==> src/rtl/scrolling_bar_graph_renderer_assert.svh <==
// Assertion macros used by the RTL of the scrolling bar graph renderer.
`ifndef SCROLLING_BAR_GRAPH_RENDERER_ASSERT_SVH
`define SCROLLING_BAR_GRAPH_RENDERER_ASSERT_SVH

// The consequence must hold in the same cycle as the condition.
`define SBGR_ASSERT_IMPLIES(label, clk, rst, ante, cons, msg) \
   label: assert property (@(posedge clk) disable iff (rst) (ante) |-> (cons)) \
      else $error(msg);

// The consequence must hold in the cycle after the condition.
`define SBGR_ASSERT_NEXT(label, clk, rst, ante, cons, msg) \
   label: assert property (@(posedge clk) disable iff (rst) (ante) |=> (cons)) \
      else $error(msg);

`endif

==> src/rtl/sbgr_pkg.sv <==
package sbgr_pkg;

   localparam int SAMPLE_W    = 16;
   localparam int DIM_W       = 11;
   localparam int COORD_W     = 10;
   localparam int CSR_INDEX_W = 2;
   localparam int CSR_DATA_W  = 16;

   localparam int DEFAULT_HISTORY_DEPTH = 256;

   localparam logic [SAMPLE_W-1:0] MAX_VALUE_RESET    = 16'hFFFF;
   localparam logic [DIM_W-1:0]    GRAPH_WIDTH_RESET  = 11'd256;
   localparam logic [DIM_W-1:0]    GRAPH_HEIGHT_RESET = 11'd256;

   localparam logic [CSR_INDEX_W-1:0] REG_MAX_VALUE    = 2'd0;
   localparam logic [CSR_INDEX_W-1:0] REG_GRAPH_WIDTH  = 2'd1;
   localparam logic [CSR_INDEX_W-1:0] REG_GRAPH_HEIGHT = 2'd2;

   localparam logic MODE_PUSH  = 1'b0;
   localparam logic MODE_QUERY = 1'b1;

endpackage

==> src/rtl/scrolling_bar_graph_renderer.sv <==
// Channel   Direction  Handshake           Payload
// req       in         req_valid/req_stall mode, sample, column, row
// rsp       out        rsp_valid/rsp_stall pixel_lit, column_average
// csr       in         csr_write_enable    csr_index, csr_write_data
//
// A push writes the history RAM as it is taken. A query scans the history one entry
// a cycle, stopping early once the scan passes the queried column, then runs the
// shared divider up to twice, for the column average and for the bar height.
// After reset a clearing pass writes zeros to all HISTORY_DEPTH entries of the
// history RAM; no request is taken until it ends.
// The result sits in an output register; a new request is taken while it waits,
// and a finished query holds until the previous result has been taken.
`include "scrolling_bar_graph_renderer_assert.svh"

module scrolling_bar_graph_renderer #(
   parameter int HISTORY_DEPTH = sbgr_pkg::DEFAULT_HISTORY_DEPTH
) (
   input  logic                               clock,
   input  logic                               reset,
   input  logic                               req_valid,
   output logic                               req_stall,
   input  logic                               req_mode,
   input  logic [sbgr_pkg::SAMPLE_W-1:0]      req_sample,
   input  logic [sbgr_pkg::COORD_W-1:0]       req_column,
   input  logic [sbgr_pkg::COORD_W-1:0]       req_row,
   output logic                               rsp_valid,
   input  logic                               rsp_stall,
   output logic                               rsp_pixel_lit,
   output logic [sbgr_pkg::SAMPLE_W-1:0]      rsp_column_average,
   input  logic                               csr_write_enable,
   input  logic [sbgr_pkg::CSR_INDEX_W-1:0]   csr_index,
   input  logic [sbgr_pkg::CSR_DATA_W-1:0]    csr_write_data
);

   localparam int AW     = (HISTORY_DEPTH > 1) ? $clog2(HISTORY_DEPTH) : 1;
   localparam int CNT_W  = $clog2(HISTORY_DEPTH + 1);
   localparam int SUM_W  = sbgr_pkg::SAMPLE_W + CNT_W;
   localparam int ACC_W  = AW + sbgr_pkg::DIM_W + 1;
   localparam int PROD_W = sbgr_pkg::SAMPLE_W + sbgr_pkg::DIM_W;
   localparam int DVD_W  = (SUM_W > PROD_W) ? SUM_W : PROD_W;
   localparam int DVS_W  = (CNT_W > sbgr_pkg::SAMPLE_W) ? CNT_W : sbgr_pkg::SAMPLE_W;

   typedef enum logic [3:0] {
      ST_CLEAR,
      ST_IDLE,
      ST_SCAN,
      ST_DRAIN,
      ST_AVG,
      ST_AVG_WAIT,
      ST_MUL,
      ST_BAR,
      ST_BAR_WAIT,
      ST_DONE
   } state_type;

   // Configuration registers.
   logic [sbgr_pkg::SAMPLE_W-1:0] max_value_ff;
   logic [sbgr_pkg::DIM_W-1:0]    graph_width_ff;
   logic [sbgr_pkg::DIM_W-1:0]    graph_height_ff;

   state_type                     state_ff, state_in;
   logic [AW-1:0]                 idx_ff, idx_in;
   logic [AW-1:0]                 oldest_ff, oldest_in;
   logic [ACC_W-1:0]              acc_ff, acc_in;
   logic [ACC_W-1:0]              lo_ff, lo_in;
   logic [ACC_W-1:0]              hi_ff, hi_in;
   logic                          match_ff, match_in;
   logic [SUM_W-1:0]              sum_ff, sum_in;
   logic [CNT_W-1:0]              count_ff, count_in;
   logic [sbgr_pkg::SAMPLE_W-1:0] avg_ff, avg_in;
   logic [PROD_W-1:0]             prod_ff, prod_in;
   logic [sbgr_pkg::COORD_W-1:0]  row_ff, row_in;
   logic                          lit_ff, lit_in;
   logic                          rsp_valid_ff, rsp_valid_in;
   logic                          rsp_pixel_lit_ff, rsp_pixel_lit_in;
   logic [sbgr_pkg::SAMPLE_W-1:0] rsp_column_average_ff, rsp_column_average_in;

   logic                          req_accept;
   logic [AW-1:0]                 oldest_next;
   logic [AW:0]                   slot_sum;
   logic [AW-1:0]                 slot;
   logic [ACC_W-1:0]              col_lo;
   logic [sbgr_pkg::DIM_W-1:0]    gap;

   logic                          ram_we;
   logic [AW-1:0]                 ram_waddr;
   logic [sbgr_pkg::SAMPLE_W-1:0] ram_wdata;
   logic [sbgr_pkg::SAMPLE_W-1:0] ram_rdata;

   logic                          div_start;
   logic [DVD_W-1:0]              div_dividend;
   logic [DVS_W-1:0]              div_divisor;
   logic                          div_done;
   logic [DVD_W-1:0]              div_quotient;

   always_ff @(posedge clock) begin
      if (reset) begin
         max_value_ff    <= sbgr_pkg::MAX_VALUE_RESET;
         graph_width_ff  <= sbgr_pkg::GRAPH_WIDTH_RESET;
         graph_height_ff <= sbgr_pkg::GRAPH_HEIGHT_RESET;
      end else if (csr_write_enable) begin
         case (csr_index)
            sbgr_pkg::REG_MAX_VALUE: begin
               max_value_ff <= csr_write_data;
            end
            sbgr_pkg::REG_GRAPH_WIDTH: begin
               graph_width_ff <= csr_write_data[sbgr_pkg::DIM_W-1:0];
            end
            sbgr_pkg::REG_GRAPH_HEIGHT: begin
               graph_height_ff <= csr_write_data[sbgr_pkg::DIM_W-1:0];
            end
            default: begin
            end
         endcase
      end
   end

   assign req_stall  = (state_ff != ST_IDLE);
   assign req_accept = req_valid && !req_stall;

   assign oldest_next = (oldest_ff == AW'(HISTORY_DEPTH - 1)) ? '0 : oldest_ff + AW'(1);

   // Physical slot of logical entry idx, oldest first.
   assign slot_sum = {1'b0, oldest_ff} + {1'b0, idx_ff};
   assign slot     = (slot_sum >= (AW+1)'(HISTORY_DEPTH)) ?
                     AW'(slot_sum - (AW+1)'(HISTORY_DEPTH)) : AW'(slot_sum);

   // Entry i belongs to column c when c*depth <= i*width < (c+1)*depth.
   assign col_lo = ACC_W'(req_column) * ACC_W'(HISTORY_DEPTH);
   assign gap    = graph_height_ff - sbgr_pkg::DIM_W'(row_ff);

   always_comb begin
      state_in              = state_ff;
      idx_in                = idx_ff;
      oldest_in             = oldest_ff;
      acc_in                = acc_ff;
      lo_in                 = lo_ff;
      hi_in                 = hi_ff;
      match_in              = 1'b0;
      sum_in                = sum_ff;
      count_in              = count_ff;
      avg_in                = avg_ff;
      prod_in               = prod_ff;
      row_in                = row_ff;
      lit_in                = lit_ff;
      rsp_valid_in          = rsp_valid_ff;
      rsp_pixel_lit_in      = rsp_pixel_lit_ff;
      rsp_column_average_in = rsp_column_average_ff;
      ram_we                = 1'b0;
      ram_waddr             = oldest_ff;
      ram_wdata             = req_sample;
      div_start             = 1'b0;
      div_dividend          = DVD_W'(sum_ff);
      div_divisor           = DVS_W'(count_ff);

      if (rsp_valid_ff && !rsp_stall) begin
         rsp_valid_in = 1'b0;
      end

      // Read data arrives in the cycle after the address, so the match flag is registered to line up with it.
      if (match_ff) begin
         sum_in   = sum_ff + SUM_W'(ram_rdata);
         count_in = count_ff + CNT_W'(1);
      end

      case (state_ff)
         ST_CLEAR: begin
            ram_we    = 1'b1;
            ram_waddr = idx_ff;
            ram_wdata = '0;
            idx_in    = idx_ff + AW'(1);
            if (idx_ff == AW'(HISTORY_DEPTH - 1)) begin
               idx_in   = '0;
               state_in = ST_IDLE;
            end
         end
         ST_IDLE: begin
            if (req_accept) begin
               if (req_mode == sbgr_pkg::MODE_PUSH) begin
                  ram_we    = 1'b1;
                  oldest_in = oldest_next;
               end else begin
                  row_in   = req_row;
                  lo_in    = col_lo;
                  hi_in    = col_lo + ACC_W'(HISTORY_DEPTH);
                  idx_in   = '0;
                  acc_in   = '0;
                  sum_in   = '0;
                  count_in = '0;
                  state_in = ST_SCAN;
               end
            end
         end
         ST_SCAN: begin
            match_in = (acc_ff >= lo_ff) && (acc_ff < hi_ff);
            acc_in   = acc_ff + ACC_W'(graph_width_ff);
            idx_in   = idx_ff + AW'(1);
            // The running product only grows, so nothing past the column can match.
            if ((idx_ff == AW'(HISTORY_DEPTH - 1)) || (acc_ff >= hi_ff)) begin
               state_in = ST_DRAIN;
            end
         end
         ST_DRAIN: begin
            state_in = ST_AVG;
         end
         ST_AVG: begin
            if (count_ff == '0) begin
               avg_in   = '0;
               state_in = ST_MUL;
            end else begin
               div_start = 1'b1;
               state_in  = ST_AVG_WAIT;
            end
         end
         ST_AVG_WAIT: begin
            if (div_done) begin
               avg_in   = div_quotient[sbgr_pkg::SAMPLE_W-1:0];
               state_in = ST_MUL;
            end
         end
         ST_MUL: begin
            prod_in  = PROD_W'(avg_ff) * PROD_W'(graph_height_ff);
            state_in = ST_BAR;
         end
         ST_BAR: begin
            div_dividend = DVD_W'(prod_ff);
            div_divisor  = DVS_W'(max_value_ff);
            if ((max_value_ff == '0) ||
                (sbgr_pkg::DIM_W'(row_ff) >= graph_height_ff)) begin
               lit_in   = 1'b0;
               state_in = ST_DONE;
            end else begin
               div_start = 1'b1;
               state_in  = ST_BAR_WAIT;
            end
         end
         ST_BAR_WAIT: begin
            div_dividend = DVD_W'(prod_ff);
            div_divisor  = DVS_W'(max_value_ff);
            if (div_done) begin
               lit_in   = (DVD_W'(gap) < div_quotient);
               state_in = ST_DONE;
            end
         end
         ST_DONE: begin
            if (!rsp_valid_ff || !rsp_stall) begin
               rsp_valid_in          = 1'b1;
               rsp_pixel_lit_in      = lit_ff;
               rsp_column_average_in = avg_ff;
               state_in              = ST_IDLE;
            end
         end
         default: begin
            state_in = ST_IDLE;
         end
      endcase
   end

   always_ff @(posedge clock) begin
      if (reset) begin
         state_ff     <= ST_CLEAR;
         idx_ff       <= '0;
         oldest_ff    <= '0;
         match_ff     <= 1'b0;
         count_ff     <= '0;
         rsp_valid_ff <= 1'b0;
      end else begin
         state_ff     <= state_in;
         idx_ff       <= idx_in;
         oldest_ff    <= oldest_in;
         match_ff     <= match_in;
         count_ff     <= count_in;
         rsp_valid_ff <= rsp_valid_in;
      end
      acc_ff                <= acc_in;
      lo_ff                 <= lo_in;
      hi_ff                 <= hi_in;
      sum_ff                <= sum_in;
      avg_ff                <= avg_in;
      prod_ff               <= prod_in;
      row_ff                <= row_in;
      lit_ff                <= lit_in;
      rsp_pixel_lit_ff      <= rsp_pixel_lit_in;
      rsp_column_average_ff <= rsp_column_average_in;
   end

   assign rsp_valid          = rsp_valid_ff;
   assign rsp_pixel_lit      = rsp_pixel_lit_ff;
   assign rsp_column_average = rsp_column_average_ff;

   sbgr_ram #(
      .WIDTH (sbgr_pkg::SAMPLE_W),
      .DEPTH (HISTORY_DEPTH)
   ) u_history (
      .clock         (clock),
      .write_enable  (ram_we),
      .write_address (ram_waddr),
      .write_data    (ram_wdata),
      .read_address  (slot),
      .read_data     (ram_rdata)
   );

   sbgr_divider #(
      .DVD_W (DVD_W),
      .DVS_W (DVS_W)
   ) u_divider (
      .clock    (clock),
      .reset    (reset),
      .start    (div_start),
      .dividend (div_dividend),
      .divisor  (div_divisor),
      .done     (div_done),
      .quotient (div_quotient)
   );

   `SBGR_ASSERT_NEXT(a_push_advances, clock, reset, req_accept && (req_mode == sbgr_pkg::MODE_PUSH), oldest_ff == $past(oldest_next), "push did not advance the oldest pointer")
   `SBGR_ASSERT_IMPLIES(a_count_bound, clock, reset, 1'b1, count_ff <= CNT_W'(HISTORY_DEPTH), "column sample count exceeds the history depth")
   `SBGR_ASSERT_IMPLIES(a_div_nonzero, clock, reset, div_start, div_divisor != '0, "divider started with a zero divisor")
   `SBGR_ASSERT_IMPLIES(a_rsp_from_done, clock, reset, $rose(rsp_valid_ff), $past(state_ff) == ST_DONE, "response raised outside the done state")

endmodule

==> src/rtl/sbgr_ram.sv <==
module sbgr_ram #(
   parameter int WIDTH = 16,
   parameter int DEPTH = 256,
   localparam int ADDR_W = (DEPTH > 1) ? $clog2(DEPTH) : 1
) (
   input  logic              clock,
   input  logic              write_enable,
   input  logic [ADDR_W-1:0] write_address,
   input  logic [WIDTH-1:0]  write_data,
   input  logic [ADDR_W-1:0] read_address,
   output logic [WIDTH-1:0]  read_data
);

   logic [WIDTH-1:0] mem_ff [DEPTH];
   logic [WIDTH-1:0] read_data_ff;

   always_ff @(posedge clock) begin
      if (write_enable) begin
         mem_ff[write_address] <= write_data;
      end
      read_data_ff <= mem_ff[read_address];
   end

   assign read_data = read_data_ff;

endmodule

==> src/rtl/sbgr_divider.sv <==
module sbgr_divider #(
   parameter int DVD_W = 29,
   parameter int DVS_W = 16
) (
   input  logic             clock,
   input  logic             reset,
   input  logic             start,
   input  logic [DVD_W-1:0] dividend,
   input  logic [DVS_W-1:0] divisor,
   output logic             done,
   output logic [DVD_W-1:0] quotient
);

   localparam int STEP_W = (DVD_W > 1) ? $clog2(DVD_W) : 1;

   logic              busy_ff, busy_in;
   logic              done_ff, done_in;
   logic [STEP_W-1:0] step_ff, step_in;
   logic [DVS_W-1:0]  rem_ff, rem_in;
   logic [DVS_W-1:0]  dvs_ff, dvs_in;
   logic [DVD_W-1:0]  quo_ff, quo_in;
   logic [DVS_W:0]    shifted;

   // One quotient bit per cycle, most significant first (restoring division).
   always_comb begin
      busy_in = busy_ff;
      done_in = 1'b0;
      step_in = step_ff;
      rem_in  = rem_ff;
      dvs_in  = dvs_ff;
      quo_in  = quo_ff;
      shifted = {rem_ff, quo_ff[DVD_W-1]};
      if (start) begin
         busy_in = 1'b1;
         step_in = '0;
         rem_in  = '0;
         dvs_in  = divisor;
         quo_in  = dividend;
      end else if (busy_ff) begin
         if (shifted >= {1'b0, dvs_ff}) begin
            rem_in = DVS_W'(shifted - {1'b0, dvs_ff});
            quo_in = {quo_ff[DVD_W-2:0], 1'b1};
         end else begin
            rem_in = DVS_W'(shifted);
            quo_in = {quo_ff[DVD_W-2:0], 1'b0};
         end
         step_in = step_ff + STEP_W'(1);
         if (step_ff == STEP_W'(DVD_W - 1)) begin
            busy_in = 1'b0;
            done_in = 1'b1;
         end
      end
   end

   always_ff @(posedge clock) begin
      if (reset) begin
         busy_ff <= 1'b0;
         done_ff <= 1'b0;
      end else begin
         busy_ff <= busy_in;
         done_ff <= done_in;
      end
      step_ff <= step_in;
      rem_ff  <= rem_in;
      dvs_ff  <= dvs_in;
      quo_ff  <= quo_in;
   end

   assign done     = done_ff;
   assign quotient = quo_ff;

endmodule

==> config.mk <==
export PLATFORM = sky130hd
export DESIGN_NAME = scrolling_bar_graph_renderer
export DESIGN_NICKNAME = d
export VERILOG_FILES = /design/src/rtl/sbgr_pkg.sv /design/src/rtl/scrolling_bar_graph_renderer.sv /design/src/rtl/sbgr_ram.sv /design/src/rtl/sbgr_divider.sv
export VERILOG_INCLUDE_DIRS = /design/src /design/src/rtl
export SDC_FILE = /design/constraint.sdc
export NUM_CORES = 2
export LEC_CHECK = 0
export BUFFER_PORTS_ARGS = -buffer_cell sky130_fd_sc_hd__buf_2
export CELL_PAD_IN_SITES_DETAIL_PLACEMENT = 0
export CELL_PAD_IN_SITES_GLOBAL_PLACEMENT = 2
export CORE_MARGIN = 10
export CORE_UTILIZATION = 50
export CTS_CLUSTER_SIZE = 10
export DETAILED_ROUTE_END_ITERATION = 10
export PLACE_DENSITY_LB_ADDON = 0.15
export SYNTH_ARGS = -nofsm -noshare
export SYNTH_HDL_FRONTEND = slang
export SYNTH_SLANG_ARGS = --single-unit
==> constraint.sdc <==
create_clock -name clock -period 11.2 [get_ports clock]
set_input_delay 1.12 -clock clock [delete_from_list [all_inputs] [get_ports clock]]
set_output_delay 1.12 -clock clock [all_outputs]
set_load 0.01 [all_outputs]
==> results.sh <==
export IMPL_synth_xor_area_share=0.00512
export IMPL_timing_final_ws_setup_ps=4970
export IMPL_synth_compound_area_frac=0.0219
export IMPL_grt_util_all_layers=0.245
export IMPL_grt_pass1_wl_um=680000
export IMPL_drt_iter0_drc=10600
export IMPL_path_common_cell="fa_1"
export IMPL_leakage_nw=65.7
export IMPL_cts_root_buf="clkbuf_16"
export IMPL_relSlewSlack=0.0365
export IMPL_layout_common_cells="edfxtp_1 (4251), mux4_2 (1170), nand2_1 (593)"
export IMPL_final_util=0.566
export IMPL_worstPathArrival_ps=7070
export IMPL_max_vdd_ir_drop_mv=0.347
export IMPL_clk_latency_ps=1010
export IMPL_path_cells="nand2_1 > fa_1 > fa_1 > inv_1 > fa_1 > fa_1 > fa_1 > ha_1 > a21oi_1 > nand3_1 > nor4_1 > nor2_1 > o21a_1 > or3_1 > a2111o_1 > o211ai_1"
export IMPL_hold_violations=0
export IMPL_synth_area_mm2=0.178
export IMPL_muxShareOfSynthArea=0.156
export IMPL_fillers=26400
export IMPL_reg2reg_from="graph_height_ff[3]$_SDFFE_PP0P_"
export IMPL_cp_slowest_cell="dfxtp_1"
export IMPL_post_cts_setup_buffers=0
export IMPL_drt_total_wl_um=471000
export IMPL_die_w_um=616
export IMPL_start_util=0.503
export IMPL_drive_above_1_share=0.242
export IMPL_layout_commonest_cell="edfxtp_1"
export IMPL_firstDrtPassIters=5
export IMPL_numCtsBuffers=520
export IMPL_hold_ws_ps=310
export IMPL_ctsHoldBuffers=0
export IMPL_max_freq_mhz=160
export IMPL_critPathKind="flip-flop to flip-flop"
export IMPL_critical_path_top_delay_family="adder cells"
export IMPL_ys_ff_latch=4384
export IMPL_ys_async_sr_fraction=0
export IMPL_synth_top_family_by_area="multiplexers"
export IMPL_whs_endpoint="row_ff[3]$_DFFE_PP_"
export IMPL_synthFlopType="edfxtp_1"
export IMPL_min_path_cells=1
export IMPL_timing_rr_end="prod_ff[26]$_DFFE_PP_"
export IMPL_fin_worst_skew_ps=38.9
export IMPL_cp_start_kind="flip-flop"
export IMPL_p_total_mw=45.8
export IMPL_final_nets=9839
export IMPL_end_kind="flip-flop"
export IMPL_tns_ps=0
export IMPL_powerDensity_mw_per_mm2=229
export IMPL_cts_tree="built"
export IMPL_path_max_fanout=18
export IMPL_ant_nets=0
export IMPL_max_cap_violations=0
export IMPL_postSynthCellCount=8979
export IMPL_dieArea_mm2=0.380
export IMPL_place_gp_congestion=0.840
export IMPL_antenna_found_initial=21
export IMPL_postCtsResizedCells=0
export IMPL_synth_adder_area_share=0.0261
export IMPL_htree_levels=6
export IMPL_die_h_um=616
export IMPL_synth_distinct_cells=81
export IMPL_max_stage_delay_ps=880
export IMPL_cts_sinks=4384
export IMPL_min_path_type="primary input to flip-flop"
export IMPL_yosysWarnings=0
export IMPL_hpwl_um=279000
export IMPL_setup_violations=0
export IMPL_via_count=89700
export IMPL_slew_viol_final=0
export IMPL_min_from="req_row[3]"
export IMPL_coreArea_mm2=0.353
export IMPL_via_per_inst=6.23
export IMPL_r2r_slack_ps=4970
export IMPL_wl_per_cell_um=32.7
export IMPL_grt_max_degree=185
export IMPL_io_buffer_count=78
export IMPL_status="completed"
export IMPL_yosys_area_share_simple=0.0408
export IMPL_rows=218
export IMPL_area_delta_synth_final_pct=12.5
export IMPL_clock_path_buffers=4
export IMPL_period_share=0.557
export IMPL_drc_errors=0
export IMPL_worst_path_buf_inv=1
export IMPL_reg2reg_depth=16
export IMPL_fin_crit_ps=6230
export IMPL_grt_overflow_total=0
export IMPL_yosysSeqAreaShare=0.733
export IMPL_synth_area_per_cell_um2=19.8
export IMPL_synth_edf_count=4251
export IMPL_place_ws_ps=4950
export IMPL_critPathRequiredTime_ps=12030
export IMPL_syn_nets=9332
export IMPL_ios=79
export IMPL_grt_pass1_vias=91900
export IMPL_worst_slew_pin_slew_ps=1450
export IMPL_clk_pin_slew_ps=50
export IMPL_rsz0062_at_grt="false"
==> power breakdown <==
group	leakage, nW	switching, mW	internal [mW]
clock	7.08	6.25	8.69
combinational	18.3	6.74	4.53
sequential	40.4	0.218	19.3
total	65.7	13.2	32.6
==> metal layers <==
| metal | wire length (um) | track usage | vias to the layer above |
|---|---|---|---|
| li1 | - | - | 37200 |
| met4 | 13700 | 0.0661 | 4 |
| met1 | 196000 | 0.353 | 48300 |
| met3 | 36000 | 0.0450 | 614 |
| met5 | 26 | 0 | - |
| met2 | 226000 | 0.390 | 3607 |
==> cell families after synthesis <==
family,Yosys count
fa+ha+maj,293
xor+xnor,103
mux,1305
flops,4384
buf+inv,700
compound gates,577
simple gates,1617
==> registers in the layout (all words and copies together), names as in the netlist, 9 cells and up <==
signal	flops
graph_height_ff	11
u_history.read_data	16
u_history.mem_ff	4096
rsp_column_average	16
lo_ff	10
u_divider.rem_ff	16
acc_ff	20
u_divider.quotient	27
avg_ff	16
count_ff	9
row_ff	10
hi_ff	11
u_divider.dvs_ff	16
max_value_ff	16
prod_ff	27
graph_width_ff	11
sum_ff	25
==> metrics by stage <==
stage / area [um2] / instances
4_1_cts: 200000 / 14400
3_5_place_dp: 185000 / 13700
5_1_grt: 200000 / 14400
3_3_place_gp: 185000 / 13700
6_report: 200000 / 14400
2_1_floorplan: 178000 / 8979
==> worst max path at each step <==
stage / to / startpoint / cells after the start / slack [ps]
2_1_floorplan: u_history.mem_ff[0][10]$_DFFE_PP_ / state_ff[2]$_SDFFE_PP0P_ / 5 / 2340
3_3_place_gp: prod_ff[26]$_DFFE_PP_ / graph_height_ff[3]$_SDFFE_PP0P_ / 16 / 4930
3_5_place_dp: prod_ff[26]$_DFFE_PP_ / graph_height_ff[2]$_SDFFE_PP0P_ / 16 / 4950
4_1_cts: prod_ff[26]$_DFFE_PP_ / graph_height_ff[2]$_SDFFE_PP0P_ / 16 / 4920
5_1_grt: prod_ff[26]$_DFFE_PP_ / graph_height_ff[2]$_SDFFE_PP0P_ / 16 / 4550
6_report: prod_ff[26]$_DFFE_PP_ / graph_height_ff[3]$_SDFFE_PP0P_ / 16 / 4970
==> cells in the mapped netlist (30+ instances only) <==
library cell	instances	area share
o22ai_1	34	0.0012
and2_1	139	0.0049
mux4_2	1170	0.15
mux2i_1	124	0.0070
nor2_1	535	0.011
nand2_1	609	0.013
xnor2_1	62	0.0031
a32oi_1	30	0.0015
clkbuf_1	254	0.0054
fa_1	130	0.015
buf_2	130	0.0037
edfxtp_1	4251	0.72
dfxtp_1	133	0.015
xor2_1	40	0.0020
a21oi_1	114	0.0032
o21ai_0	138	0.0039
inv_1	231	0.0049
a211oi_1	50	0.0021
ha_1	163	0.011
buf_4	43	0.0018
nor2b_1	52	0.0018
nand3_1	80	0.0023
nand4_1	32	0.0011
buf_1	33	0.00070
==> cell type report <==
type | count | area (um2) | share of cell area
sequential | 4384 | 130000 | 0.652
multi-input combinational | 3895 | 44800 | 0.224
clock buffer | 645 | 13800 | 0.0692
tap | 4730 | 5920 | 0.0296
timing repair buffer | 454 | 3490 | 0.0174
inverter | 231 | 867 | 0.00434
clock inverter | 63 | 714 | 0.00357
antenna | 4 | 10.0 | 0.0000501
==> worst reg2reg max path, cell delays in order (launching register included) <==
cell and delay (ps):
dfxtp_1 880, nand2_1 170, fa_1 540, fa_1 530
inv_1 60, fa_1 560, fa_1 450, fa_1 470
ha_1 370, a21oi_1 250, nand3_1 110, nor4_1 380
nor2_1 180, o21a_1 250, or3_1 400, a2111o_1 370
o211ai_1 90
No activity file was read; power rests on OpenSTA's default activity.
